<file path="config.mk">
export PLATFORM = sky130hd
export DESIGN_NAME = block_byte_entropy_flat
export DESIGN_NICKNAME = d
export VERILOG_FILES = /design/src/bbe_pkg.sv /design/src/bbe_in_if.sv /design/src/bbe_out_if.sv /design/src/bbe_ram.sv /design/src/block_byte_entropy.sv /design/src/flat_wrapper.sv
export VERILOG_INCLUDE_DIRS = /design/src /design/src/src
export SDC_FILE = /design/constraint.sdc
export NUM_CORES = 2
export LEC_CHECK = 0
export BUFFER_PORTS_ARGS = -buffer_cell sky130_fd_sc_hd__buf_4
export CAP_MARGIN = 20
export CORE_MARGIN = 1.5
export CORE_UTILIZATION = 39
export DETAILED_ROUTE_END_ITERATION = 6
export PLACE_DENSITY = 0.59
export SLEW_MARGIN = 20
export SYNTH_ARGS = -nofsm -noshare
export SYNTH_HDL_FRONTEND = slang
export SYNTH_HIERARCHICAL = 1
export SYNTH_SLANG_ARGS = --single-unit
</file>
<file path="constraint.sdc">
create_clock -name clk_i -period 19.9 [get_ports clk_i]
set_input_delay 3.98 -clock clk_i [delete_from_list [all_inputs] [get_ports clk_i]]
set_output_delay 3.98 -clock clk_i [all_outputs]
set_load 0.01 [all_outputs]
</file>
<file path="src/block_byte_entropy_assert.svh">
// Assertion macros for the byte entropy block.
// Depends on nothing; included by the top level before its assertions.
`ifndef BLOCK_BYTE_ENTROPY_ASSERT_SVH
`define BLOCK_BYTE_ENTROPY_ASSERT_SVH

`ifndef SYNTHESIS
`define BBE_ASSERT_IMPL(lbl, clk, rstn, ante, cons) \
  lbl: assert property (@(posedge clk) disable iff (!(rstn)) (ante) |-> (cons)) \
    else $error("same-cycle implication failed");
`define BBE_ASSERT_NEXT(lbl, clk, rstn, ante, cons) \
  lbl: assert property (@(posedge clk) disable iff (!(rstn)) (ante) |=> (cons)) \
    else $error("next-cycle implication failed");
`else
`define BBE_ASSERT_IMPL(lbl, clk, rstn, ante, cons)
`define BBE_ASSERT_NEXT(lbl, clk, rstn, ante, cons)
`endif

`endif

</file>
<file path="src/bbe_pkg.sv">
// Package for the byte entropy block: sizes, fixed point log2 and the c*log2(c) table.
// Depends on nothing; used by the interfaces and the top level.
package bbe_pkg;

  // Block length in bytes; must be a power of two so the final divide is a shift.
  localparam int BLOCK_BYTES = 32;
  localparam int BINS        = 256;
  localparam int BYTE_W      = 8;
  localparam int FRAC_W      = 16;
  localparam int INDEX_W     = 32;
  localparam int POS_W       = $clog2(BLOCK_BYTES);
  localparam int CNT_W       = $clog2(BLOCK_BYTES + 1);

  // log2(c) with 16 fraction bits, by repeated squaring of the mantissa.
  function automatic logic [31:0] log2q(input int unsigned c);
    int unsigned k;
    int          i;
    logic [31:0] frac;
    logic [63:0] m;
    k    = 0;
    frac = '0;
    if (c <= 1) begin
      return '0;
    end
    for (i = 1; i < 32; i++) begin
      if ((c >> i) != 0) begin
        k = i;
      end
    end
    m = 64'(c) << (30 - k);
    for (i = 0; i < 16; i++) begin
      m    = (m * m) >> 30;
      frac = frac << 1;
      if (m >= (64'd2 << 30)) begin
        frac[0] = 1'b1;
        m       = m >> 1;
      end
    end
    return 32'(k << 16) | frac;
  endfunction

  localparam int unsigned SUM_MAX     = BLOCK_BYTES * log2q(BLOCK_BYTES);
  localparam int          SUM_W       = $clog2(SUM_MAX + 1);
  localparam int          ROUND_SHIFT = $clog2(8 * BLOCK_BYTES);
  localparam int          ROUND_BIAS  = 4 * BLOCK_BYTES;

  typedef logic [SUM_W-1:0] sum_t;
  typedef logic [CNT_W-1:0] cnt_t;
  typedef sum_t clogc_rom_t [0:BLOCK_BYTES];

  function automatic clogc_rom_t build_clogc_rom();
    clogc_rom_t  rom;
    int unsigned c;
    for (c = 0; c <= BLOCK_BYTES; c++) begin
      rom[c] = SUM_W'(c * log2q(c));
    end
    return rom;
  endfunction

  // c*log2(c) for c = 0..BLOCK_BYTES, 16 fraction bits.
  localparam clogc_rom_t CLOGC_ROM = build_clogc_rom();

endpackage

</file>
<file path="src/bbe_in_if.sv">
// Input channel of the byte entropy block: one dump byte per transaction.
// Depends on bbe_pkg.
interface bbe_in_if;
  logic                        valid;
  logic                        ready;
  logic [bbe_pkg::BYTE_W-1:0]  data_byte;
  logic                        end_of_dump;

  modport source (output valid, output data_byte, output end_of_dump, input ready);
  modport sink   (input valid, input data_byte, input end_of_dump, output ready);
endinterface

</file>
<file path="src/bbe_out_if.sv">
// Output channel of the byte entropy block: one block result per transaction.
// Depends on bbe_pkg.
interface bbe_out_if;
  logic                        valid;
  logic                        ready;
  logic [bbe_pkg::FRAC_W-1:0]  entropy_frac;
  logic [bbe_pkg::INDEX_W-1:0] block_index;

  modport source (output valid, output entropy_frac, output block_index, input ready);
  modport sink   (input valid, input entropy_frac, input block_index, output ready);
endinterface

</file>
<file path="src/bbe_ram.sv">
// Generic single write port, single read port RAM with registered read data.
// Depends on nothing. Read during write at the same address returns old data.
module bbe_ram #(
  parameter int WIDTH = 8,
  parameter int DEPTH = 256
) (
  input  logic                     clk_i,
  input  logic                     we_i,
  input  logic [$clog2(DEPTH)-1:0] waddr_i,
  input  logic [WIDTH-1:0]         wdata_i,
  input  logic                     re_i,
  input  logic [$clog2(DEPTH)-1:0] raddr_i,
  output logic [WIDTH-1:0]         rdata_o
);

  logic [WIDTH-1:0] mem_q [DEPTH];
  logic [WIDTH-1:0] rdata_q;

  always_ff @(posedge clk_i) begin
    if (we_i) begin
      mem_q[waddr_i] <= wdata_i;
    end
    if (re_i) begin
      rdata_q <= mem_q[raddr_i];
    end
  end

  assign rdata_o = rdata_q;

endmodule

</file>
<file path="src/block_byte_entropy.sv">
// Byte entropy top level: 32-byte block histogram and base-256 entropy per block.
// Result: the result register loads when the block's last byte leaves stage 1.
// Throughput: one byte per cycle; a block's last byte stalls only while a result waits.
// Reset: async active low clears position, sum, block counter, histogram valid flags
// and handshake state; no clearing pass, the block takes bytes right after reset.
// Depends on bbe_pkg, bbe_in_if, bbe_out_if, bbe_ram and block_byte_entropy_assert.svh.
`include "block_byte_entropy_assert.svh"

module block_byte_entropy (
  input  logic  clk_i,
  input  logic  rst_ni,
  bbe_in_if.sink    in_i,
  bbe_out_if.source out_o
);

  localparam int RND_W = bbe_pkg::SUM_W + 1;

  // stage 1: accepted byte, histogram read in flight
  logic                             s1_valid_q;
  logic [bbe_pkg::BYTE_W-1:0]       s1_byte_q;
  logic                             s1_last_q;

  // block state
  logic [bbe_pkg::POS_W-1:0]        pos_q;
  bbe_pkg::sum_t                    sum_q;
  bbe_pkg::cnt_t                    zero_cnt_q;
  logic [bbe_pkg::INDEX_W-1:0]      blk_cnt_q;
  logic [bbe_pkg::BINS-1:0]         hist_valid_q;

  // last histogram write, covers read during write
  logic                             byp_valid_q;
  logic [bbe_pkg::BYTE_W-1:0]       byp_addr_q;
  bbe_pkg::cnt_t                    byp_data_q;

  // result register
  logic                             out_valid_q;
  logic [bbe_pkg::FRAC_W-1:0]       out_frac_q;
  logic [bbe_pkg::INDEX_W-1:0]      out_index_q;
  logic [bbe_pkg::FRAC_W-1:0]       out_frac_d;

  logic                             in_accept;
  logic                             out_free;
  logic                             s1_emit;
  logic                             s1_fire;
  logic                             byp_hit;
  bbe_pkg::cnt_t                    ram_rdata;
  bbe_pkg::cnt_t                    cnt_cur;
  bbe_pkg::cnt_t                    cnt_inc;
  bbe_pkg::cnt_t                    zero_after;
  bbe_pkg::cnt_t                    pad;
  bbe_pkg::cnt_t                    zero_pad;
  bbe_pkg::sum_t                    sum_step;
  bbe_pkg::sum_t                    sum_final;
  logic [RND_W-1:0]                 n_diff;
  logic [RND_W-1:0]                 n_round;
  logic [RND_W-bbe_pkg::ROUND_SHIFT-1:0] frac_full;

  assign out_free  = !out_valid_q || out_o.ready;
  assign s1_emit   = s1_last_q || (pos_q == bbe_pkg::POS_W'(bbe_pkg::BLOCK_BYTES - 1));
  assign s1_fire   = s1_valid_q && (!s1_emit || out_free);
  assign in_i.ready = !s1_valid_q || s1_fire;
  assign in_accept = in_i.valid && in_i.ready;

  bbe_ram #(
    .WIDTH (bbe_pkg::CNT_W),
    .DEPTH (bbe_pkg::BINS)
  ) u_hist_ram (
    .clk_i   (clk_i),
    .we_i    (s1_fire && !s1_emit),
    .waddr_i (s1_byte_q),
    .wdata_i (cnt_inc),
    .re_i    (in_accept),
    .raddr_i (in_i.data_byte),
    .rdata_o (ram_rdata)
  );

  always_comb begin
    byp_hit = byp_valid_q && (byp_addr_q == s1_byte_q);
    if (byp_hit) begin
      cnt_cur = byp_data_q;
    end else if (hist_valid_q[s1_byte_q]) begin
      cnt_cur = ram_rdata;
    end else begin
      cnt_cur = '0;
    end
    cnt_inc  = cnt_cur + bbe_pkg::CNT_W'(1);
    sum_step = sum_q + (bbe_pkg::CLOGC_ROM[cnt_inc] - bbe_pkg::CLOGC_ROM[cnt_cur]);

    // missing bytes of a short block go to bin 0; pad is zero on a full block
    zero_after = (s1_byte_q == '0) ? cnt_inc : zero_cnt_q;
    pad        = bbe_pkg::CNT_W'(bbe_pkg::BLOCK_BYTES - 1) - bbe_pkg::CNT_W'(pos_q);
    zero_pad   = zero_after + pad;
    sum_final  = sum_step
               + (bbe_pkg::CLOGC_ROM[zero_pad] - bbe_pkg::CLOGC_ROM[zero_after]);

    n_diff = RND_W'(bbe_pkg::SUM_MAX) - {1'b0, sum_final};
    if (n_diff[RND_W-1]) begin
      n_diff = '0;
    end
    n_round   = n_diff + RND_W'(bbe_pkg::ROUND_BIAS);
    frac_full = n_round[RND_W-1:bbe_pkg::ROUND_SHIFT];
    if (frac_full > (RND_W-bbe_pkg::ROUND_SHIFT)'({bbe_pkg::FRAC_W{1'b1}})) begin
      out_frac_d = '1;
    end else begin
      out_frac_d = frac_full[bbe_pkg::FRAC_W-1:0];
    end
  end

  always_ff @(posedge clk_i or negedge rst_ni) begin
    if (!rst_ni) begin
      s1_valid_q   <= 1'b0;
      pos_q        <= '0;
      sum_q        <= '0;
      zero_cnt_q   <= '0;
      blk_cnt_q    <= '0;
      hist_valid_q <= '0;
      byp_valid_q  <= 1'b0;
      out_valid_q  <= 1'b0;
    end else begin
      if (in_i.ready) begin
        s1_valid_q <= in_i.valid;
      end
      if (s1_fire) begin
        if (s1_emit) begin
          pos_q        <= '0;
          sum_q        <= '0;
          zero_cnt_q   <= '0;
          hist_valid_q <= '0;
          byp_valid_q  <= 1'b0;
          blk_cnt_q    <= blk_cnt_q + bbe_pkg::INDEX_W'(1);
        end else begin
          pos_q                   <= pos_q + bbe_pkg::POS_W'(1);
          sum_q                   <= sum_step;
          zero_cnt_q              <= zero_after;
          hist_valid_q[s1_byte_q] <= 1'b1;
          byp_valid_q             <= 1'b1;
        end
      end
      if (s1_fire && s1_emit) begin
        out_valid_q <= 1'b1;
      end else if (out_o.ready) begin
        out_valid_q <= 1'b0;
      end
    end
  end

  always_ff @(posedge clk_i) begin
    if (in_accept) begin
      s1_byte_q <= in_i.data_byte;
      s1_last_q <= in_i.end_of_dump;
    end
    if (s1_fire && !s1_emit) begin
      byp_addr_q <= s1_byte_q;
      byp_data_q <= cnt_inc;
    end
    if (s1_fire && s1_emit) begin
      out_frac_q  <= out_frac_d;
      out_index_q <= blk_cnt_q;
    end
  end

  assign out_o.valid        = out_valid_q;
  assign out_o.entropy_frac = out_frac_q;
  assign out_o.block_index  = out_index_q;

  `BBE_ASSERT_NEXT(a_block_clear, clk_i, rst_ni, s1_fire && s1_emit,
                   pos_q == '0 && hist_valid_q == '0 && !byp_valid_q)
  `BBE_ASSERT_NEXT(a_result_index, clk_i, rst_ni, s1_fire && s1_emit,
                   out_valid_q && out_index_q == $past(blk_cnt_q))
  `BBE_ASSERT_IMPL(a_zero_bound, clk_i, rst_ni, 1'b1,
                   zero_cnt_q <= bbe_pkg::CNT_W'(pos_q))
  `BBE_ASSERT_IMPL(a_bypass_flag, clk_i, rst_ni, byp_valid_q, hist_valid_q[byp_addr_q])

endmodule
</file>
<file path="src/flat_wrapper.sv">
// flat-port wrapper written by rule: the top's interface ports become plain ports
module block_byte_entropy_flat 
  (clk_i, rst_ni, in_i_valid, in_i_data_byte, in_i_end_of_dump, in_i_ready, out_o_valid, out_o_entropy_frac, out_o_block_index, out_o_ready);
  bbe_in_if in_i_i ();
  bbe_out_if out_o_i ();
  input  logic clk_i;
  input  logic rst_ni;
  input wire logic [$bits(in_i_i.valid)-1:0] in_i_valid;
  input wire logic [$bits(in_i_i.data_byte)-1:0] in_i_data_byte;
  input wire logic [$bits(in_i_i.end_of_dump)-1:0] in_i_end_of_dump;
  output wire logic [$bits(in_i_i.ready)-1:0] in_i_ready;
  output wire logic [$bits(out_o_i.valid)-1:0] out_o_valid;
  output wire logic [$bits(out_o_i.entropy_frac)-1:0] out_o_entropy_frac;
  output wire logic [$bits(out_o_i.block_index)-1:0] out_o_block_index;
  input wire logic [$bits(out_o_i.ready)-1:0] out_o_ready;
  assign in_i_i.valid = in_i_valid;
  assign in_i_i.data_byte = in_i_data_byte;
  assign in_i_i.end_of_dump = in_i_end_of_dump;
  assign in_i_ready = in_i_i.ready;
  assign out_o_valid = out_o_i.valid;
  assign out_o_entropy_frac = out_o_i.entropy_frac;
  assign out_o_block_index = out_o_i.block_index;
  assign out_o_i.ready = out_o_ready;
  block_byte_entropy u_core (.clk_i(clk_i), .rst_ni(rst_ni), .in_i(in_i_i), .out_o(out_o_i));
endmodule
</file>
After elaboration in Yosys (flattened, before gate mapping)
Memories as Yosys holds them, arrays and structs flattened. A register that Yosys moved wholly into a read port is not among the register bits.
Cells that the tools add are included.

storage, ports and cells
  bits in read-only memories = 6144
  output and inout bits = 50
  memories = 5
  RAM bits = 1536
  input bits = 13
  bits in registers = 397
  word-level logic and storage cells = 85

memory list
  name                     words  width  rd ports  clocked after memory_dff  write ports  RTL line                  text
  (name not given)         64     24     1         0                         0            block_byte_entropy.sv:94  + (bbe_pkg::CLOGC_ROM[zero_pad] - bbe_pkg::CLOGC_ROM[zero_after]);
  (name not given)         64     24     1         0                         0            block_byte_entropy.sv:94
  (name not given)         64     24     1         0                         0            block_byte_entropy.sv:87  sum_step = sum_q + (bbe_pkg::CLOGC_ROM[cnt_inc] - bbe_pkg::CLOGC_ROM[cnt_cur]);
  (name not given)         64     24     1         0                         0            block_byte_entropy.sv:87
  u_core.u_hist_ram.mem_q  256    6      1         1                         1            bbe_ram.sv:16             logic [WIDTH-1:0] mem_q [DEPTH];

cells by class
  multiplexer cells = 25
  bitwise gates (word level) = 5
  equal/unequal tests = 2
  magnitude comparators = 7
  reductions and logical operators = 16
  $add $sub $neg = 11

operator list
  operator                                                                             number
  256-bit two-way mux                                                                  1
  256-bit bitwise OR                                                                   1
  24-bit two-way mux                                                                   10
  24-bit adder                                                                         2
  24-bit subtractor                                                                    2
  32-bit by 1-bit adder with 32-bit output, second input constant                      1
  7-bit greater-or-equal comparator, second input constant                             4
  6-bit NOT with 7-bit output                                                          4
  24-bit by 8-bit adder with 25-bit output, second input constant                      1
  24-bit by 24-bit subtractor with 25-bit output, first input constant                 1
  6-bit two-way mux                                                                    4
  17-bit by 16-bit > comparator with 1-bit output, second input constant               1
  8-bit by 9-bit < comparator with 1-bit output, second input constant                 1
  1-bit binary-select mux with 8-bit select                                            1
  1-bit demux with 8-bit select                                                        1
  8-bit equality test                                                                  1
  8-bit by 1-bit greater-or-equal comparator with 1-bit output, second input constant  1
  8-bit logical NOT                                                                    1
  1-bit two-way mux                                                                    7
  6-bit by 1-bit adder with 6-bit output, second input constant                        1
  6-bit adder                                                                          1
  1-bit logical AND                                                                    6
  5-bit by 5-bit subtractor with 6-bit output, first input constant                    1
  5-bit by 1-bit adder with 5-bit output, second input constant                        1
  other kinds (6)                                                                      11

Depth between registers and ports, before layout
  depth after elaboration = 17
  mapped depth = 63
  gate-level depth less buffers = 53

Hierarchy
Netlist, hierarchy kept.

modules (own cells, without submodules)
  module              times used  sequential area each (sq um)  area an instance (sq um)  cells each
  bbe_ram             1           46304.4                       60133.9                   2964
  block_byte_entropy  1           10289.9                       25002.7                   2761

Least setup slack after synthesis
OpenSTA, ideal clock, no wires.

  kind = register -> register
  from = register u_core/s1_byte_q[0] (netlist name)
  to = register u_core.out_frac_q, in the netlist u_core/out_o.entropy_frac[13] (data pin)
  required time = 19.642 ns
  path buffers = 9
  slack = 4.196 ns
  cell stages (with the launch flop) = 56
  clock period less this slack = 15.704 ns
  setup time = 0.258 ns
  data arrival time = 15.446 ns
  cell sequence = edfxtp_1 -> buf_6 -> buf_2 -> mux4_2 -> a221oi_1 -> o22ai_1 -> o41a_1 -> o211ai_1 -> and2_1 -> clkbuf_1 -> inv_1 -> ha_1 -> clkbuf_1 -> nand2_1 -> xnor2_1 -> inv_1 -> clkbuf_1 -> buf_1 -> [20 not listed] -> nand4_1 -> o311ai_0 -> a31oi_1 -> o21bai_1 -> a21oi_1 -> xor3_1 -> xor2_1 -> and2_1 -> buf_6 -> buf_12 -> nor2_4 -> ha_1 -> nand3_1 -> nor4b_1 -> nor2_1 -> nor3_1 -> xnor2_1 -> nor2_4

between the ends
  cells in the longest elaborated chain, start to end = 17
  elaborated cells between the ends (all ways) = 34
  those cells by class = add/sub: 8; order compare: 1; eq/ne: 1; mux: 14; bitwise: 4; reduce/logical: 2; memory: 4

RTL lines
  item                                                             RTL line                   text
  start, declared                                                  block_byte_entropy.sv:20   logic [bbe_pkg::BYTE_W-1:0] s1_byte_q;
  start signal, assigned                                           block_byte_entropy.sv:149  s1_byte_q <= in_i.data_byte;
  1-bit binary-select mux with 8-bit select                        block_byte_entropy.sv:81   end else if (hist_valid_q[s1_byte_q]) begin
  1-bit two-way mux (not written as such)                          block_byte_entropy.sv:81
  6-bit two-way mux                                                block_byte_entropy.sv:81
  6-bit two-way mux (*)                                            block_byte_entropy.sv:79   if (byp_hit) begin
  6-bit by 1-bit adder with 6-bit output (*)                       block_byte_entropy.sv:86   cnt_inc = cnt_cur + bbe_pkg::CNT_W'(1);
  via u_core.cnt_inc[4]                                            block_byte_entropy.sv:48   bbe_pkg::cnt_t cnt_inc;
  branches (longest 7 deep; another with memory read 64 x 24 bit)  n/a
  24-bit adder (*)                                                 block_byte_entropy.sv:94
  24-bit by 24-bit subtractor with 25-bit output (*)               block_byte_entropy.sv:96   n_diff = RND_W'(bbe_pkg::SUM_MAX) - {1'b0, sum_final};
  24-bit two-way mux (*)                                           block_byte_entropy.sv:97   if (n_diff[RND_W-1]) begin
  24-bit by 8-bit adder with 25-bit output (*)                     block_byte_entropy.sv:100  n_round = n_diff + RND_W'(bbe_pkg::ROUND_BIAS);
  17-bit by 16-bit > comparator with 1-bit output                  block_byte_entropy.sv:102  if (frac_full > (RND_W-bbe_pkg::ROUND_SHIFT)'({bbe_pkg::FRAC_W{1'b1}})) begin
  end signal, assigned                                             block_byte_entropy.sv:157  out_frac_q <= out_frac_d;
  end, declared                                                    block_byte_entropy.sv:37   logic [bbe_pkg::FRAC_W-1:0] out_frac_q;

Mark *: on every way through the listed nets, which the timed path passes. The select of a mux whose other input is x is not followed.
A chain may end at the register's enable or synchronous reset.

Worst setup path after layout
Same ends and word-level chain as after synthesis.

==> metrics.csv <==
stage,metric,value,unit
die,core_area,217000,um^2
final_layout,area_growth,11.4,%
power_and_ir_drop,clkPwrFrac,27.8,%
synth,yosysSeqAreaShare,66.5,%
route,ant_nets,0,
clock_network,tritoncts,done,
clock_network,postCtsResizedCells,0,
placed_design,dp_worst_setup_slack,3.97,ns
power_and_ir_drop,power_frac_seq,36.1,%
power_and_ir_drop,irDropWorstVdd,0.575,mV
worst_setup_path,path_class,flip-flop to flip-flop,
synth,yosysTopAreaCell,edfxtp_1,
synth,synth_cell_type_count,88,
final_layout,drive_gt1_share,15.3,%
timing,post-route-period-util,80.4,%
clock_network,clk_latency,0.84,ns
synth,yosysWarningCount,6,
clock_network,clock_sinks,1939,
synth,synth_cells,5725,
synth,synthFlopType,edfxtp_1,
route,postRouteWirelength,227000,um
die,die_w,470,um
clock_network,clkSlewWorstSetupHoldPaths,0.06,ns
synth,synth_top_family_by_area,multiplexers,
placed_design,port_buffers,62,
timing,rsz0062_at_grt,false,
clock_network,clock-root-buffer,clkbuf_16,
die,ios,63,
die,die-area,221000,um^2
synth,synth.area.top_cells,"edfxtp_1 57%, mux4_2 9.9%, dfrtp_1 9.6%",
worst_setup_path,crit_path_frequent_cell,o21ai_0,
global_route,grt.overflow.total,0,
worst_setup_path,critPathBufInv,6,
worst_setup_path,worstPathMaxFanout,85,
synth,async_flop_share,16.8,%
placed_design,routabilityCongestion,0.885,
route,drc_errors,0,
final_layout,seqCellArea,56600,um^2
route,drt-initial-drc-count,5478,
global_route,grt_pass1_wl,337000,um
synth,ys_ff_latch,1939,
power_and_ir_drop,switchingPower,4.44,mW
clock_network,postCtsSetupBuffers,0,
power_and_ir_drop,leakagePower,33.1,nW
worst_setup_path,worst_path_max_delay_cell,ha_4,
route,viasPerCell,5.83,
power_and_ir_drop,cellPowerDensity,136,nW/um^2
synth,yosys.area_share.simple,7.33,%
placed_design,dp.cells,8372,
outcome,status,"finished, final reports clean",
timing,period_minus_slack,15.99,ns
synth,yosysTopAreaCellShare,56.9,%
timing,max_freq,0.0625,GHz
synth,synth_compound_area_share,8.04,%
run,cap_violations,0,
worst_setup_path,critical-path-top-delay-family,compound AO/OA/AOI/OAI gates,
clock_network,h-tree-depth,4,
timing,tns,0,ns
timing,worst_slack,3.91,ns
clock_network,cts_buffers,196,
clock_network,cts_buffer_depth,3,
route,drt-pass1-iter-count,5,
timing,tightest_slew,1.20,ns
clock_network,ctsHoldBuffers,0,
global_route,grt_use_total,20.1,%
power_and_ir_drop,p_comb_share,36.1,%
hold_path,hold_class,flip-flop to flip-flop,
worst_setup_path,critPathArrivalTime,16.57,ns
final_layout,n_fill_cell,19200,
timing,relSlewSlack,20.1,%
timing,finalMaxSlewViolations,0,
synth,synth_edf_count,1613,
synth,synthesis.area,85100,um^2
die,start_util,39.2,%
synth,synthMuxAreaShare,12.0,%
synth,synth_xor_area_share,1.03,%
synth,syn_area_per_cell,14.9,um^2
timing,setup_viol,0,
final_layout,fin_nets,5871,
synth,synthAdderAreaFrac,2.49,%
placed_design,hpwl,141000,um
power_and_ir_drop,p_sw_share,34.4,%
final_layout,fin_cells,8734,
global_route,antenna_found_initial,6,
timing,clock_skew,0.0676,ns
die,num_rows,171,
worst_setup_path,critical_path.max_stage_delay,0.97,ns
worst_setup_path,crit_required,20.48,ns
route,wl_per_cell,25.9,um
timing,hold_viol_final,0,
worst_setup_path,start_kind,flip-flop,
synth,syn_nets,5879,
worst_setup_path,end_kind,flip-flop,
global_route,grt_pass1_vias,50500,
global_route,grt_max_degree,258,
die,die_y,470,um
route,dr_total_vias,50900,
final_layout,multiInputGateArea,26600,um^2
power_and_ir_drop,p_int,8.46,mW
## cell type report
cell class	count	area share [%]
clock buffer	249	5.45
inverter	125	0.526
antenna	5	0.0132
clock inverter	107	1.13
timing repair buffer	167	1.39
multi-input combinational	3288	28.0
sequential	1939	59.7
tap	2854	3.77
## synthesized netlist by cell type (36+ instances only)
cell type  count
edfxtp_1    1613
nor2_1       728
a21oi_1      425
mux4_2       373
dfrtp_1      326
nand2_1      286
clkbuf_1     254
mux2i_1      160
o21ai_0      157
inv_1        116
nand3_1      108
a22oi_1      103
ha_1          94
nor3_1        83
xnor2_1       65
buf_2         49
fa_1          47
a211oi_1      46
nor2b_1       37
a22o_1        36
## layer usage
| layer | GRT usage, % | wire (um) |
|---|---|---|
| met3 | 3.48 | 16500 |
| met4 | 6.78 | 7470 |
| met2 | 32.2 | 108000 |
| met5 | 0 | 0 |
| met1 | 27.9 | 94800 |
## through the flow
stage | util (%) | total power [mW] | instance area (um^2) | hold slack [ns]
final | 43.7 | 12.9 | 94800 | 0.460
after global routing | 43.7 | 13.6 | 94800 | 0.469
after CTS | 43.7 | 13.0 | 94800 | 0.463
after detailed placement | 40.8 | 9.40 | 88500 | 0.448
after global placement | 40.8 | 9.32 | 88500 | 0.432
after floorplan | - | 8.53 | 85100 | 0.425
## power by group through the flow
stage	sequential [mW]	clock [mW]	combinational, mW
2_1_floorplan	4.77	0	3.77
3_3_place_gp	4.75	0	4.58
3_5_place_dp	4.75	0	4.65
4_1_cts	4.66	3.65	4.66
5_1_grt	4.67	3.81	5.16
6_report	4.66	3.58	4.66
## path summary, 6_finish.rpt
path / start / endpoint / slack [ns] / depth (start not counted)
max: u_core/s1_byte_q[0]$_DFFE_PP_ / u_core/out_o.entropy_frac[13]$_SDFFCE_PN1P_ / 3.91 / 50
max reg2reg: u_core/s1_byte_q[0]$_DFFE_PP_ / u_core/out_o.entropy_frac[13]$_SDFFCE_PN1P_ / 3.91 / 50
min: u_core/blk_cnt_q[30]$_DFFE_PN0P_ / u_core/out_o.block_index[30]$_DFFE_PP_ / 0.46 / 0
min reg2reg: u_core/blk_cnt_q[30]$_DFFE_PN0P_ / u_core/out_o.block_index[30]$_DFFE_PP_ / 0.46 / 0
min in group asynchronous: rst_ni / u_core/hist_valid_q[73]$_DFFE_PN0P_ / 3.29 / 1
max in group asynchronous: rst_ni / u_core/hist_valid_q[191]$_DFFE_PN0P_ / 15.08 / 2
## cell usage in the layout (no fill, tap or decap), types with 29 or more instances in the layout
master     netlist  final
clkbuf_16        0    197
o21ai_0        157    157
dfrtp_1        326    326
nor3_1          83     68
xor2_1          30     29
nor2b_1         37     33
inv_1          116    115
a21oi_1        425    425
buf_4           30    160
o211ai_1        34     34
o221ai_1        34     34
mux4_2         373    373
xnor2_1         65     62
nor2_1         728    723
nand2_1        286    286
ha_1            94     93
nand3_1        108    108
edfxtp_1      1613   1613
a22o_1          36     36
fa_1            47     46
clkinv_1         5     45
and2_1          33     32
mux2i_1        160    159
a211oi_1        46     46
a22oi_1        103    103
clkbuf_1       254     48
## sequential cells by signal, indices dropped and copies added (netlist names)
register                   flops
u_core/u_hist_ram/mem_q     1536
u_core/hist_valid_q          256
u_core/blk_cnt_q              32
u_core/out_o.block_index      32
u_core/sum_q                  24
u_core/out_o.entropy_frac     16
u_core/byp_addr_q              8
u_core/s1_byte_q               8
u_core/byp_data_q              6
u_core/u_hist_ram/rdata_o      6
u_core/zero_cnt_q              6
u_core/pos_q                   5
u_core/byp_valid_q             1
u_core/out_o.valid             1
u_core/s1_last_q               1
u_core/s1_valid_q              1
## logic make-up (layout without fill, tap and decap cells)
family | Yosys count | after routing
AO/OA/AOI/OAI | 1072 | 1072
other | 0 | 5
buffers and inverters | 498 | 648
AND/OR/NAND/NOR | 1423 | 1423
XOR/XNOR | 97 | 97
flip-flops | 1939 | 1939
multiplexers | 555 | 555
adder cells (fa/ha/maj) | 141 | 141
(Power assumes the default switching activity.)
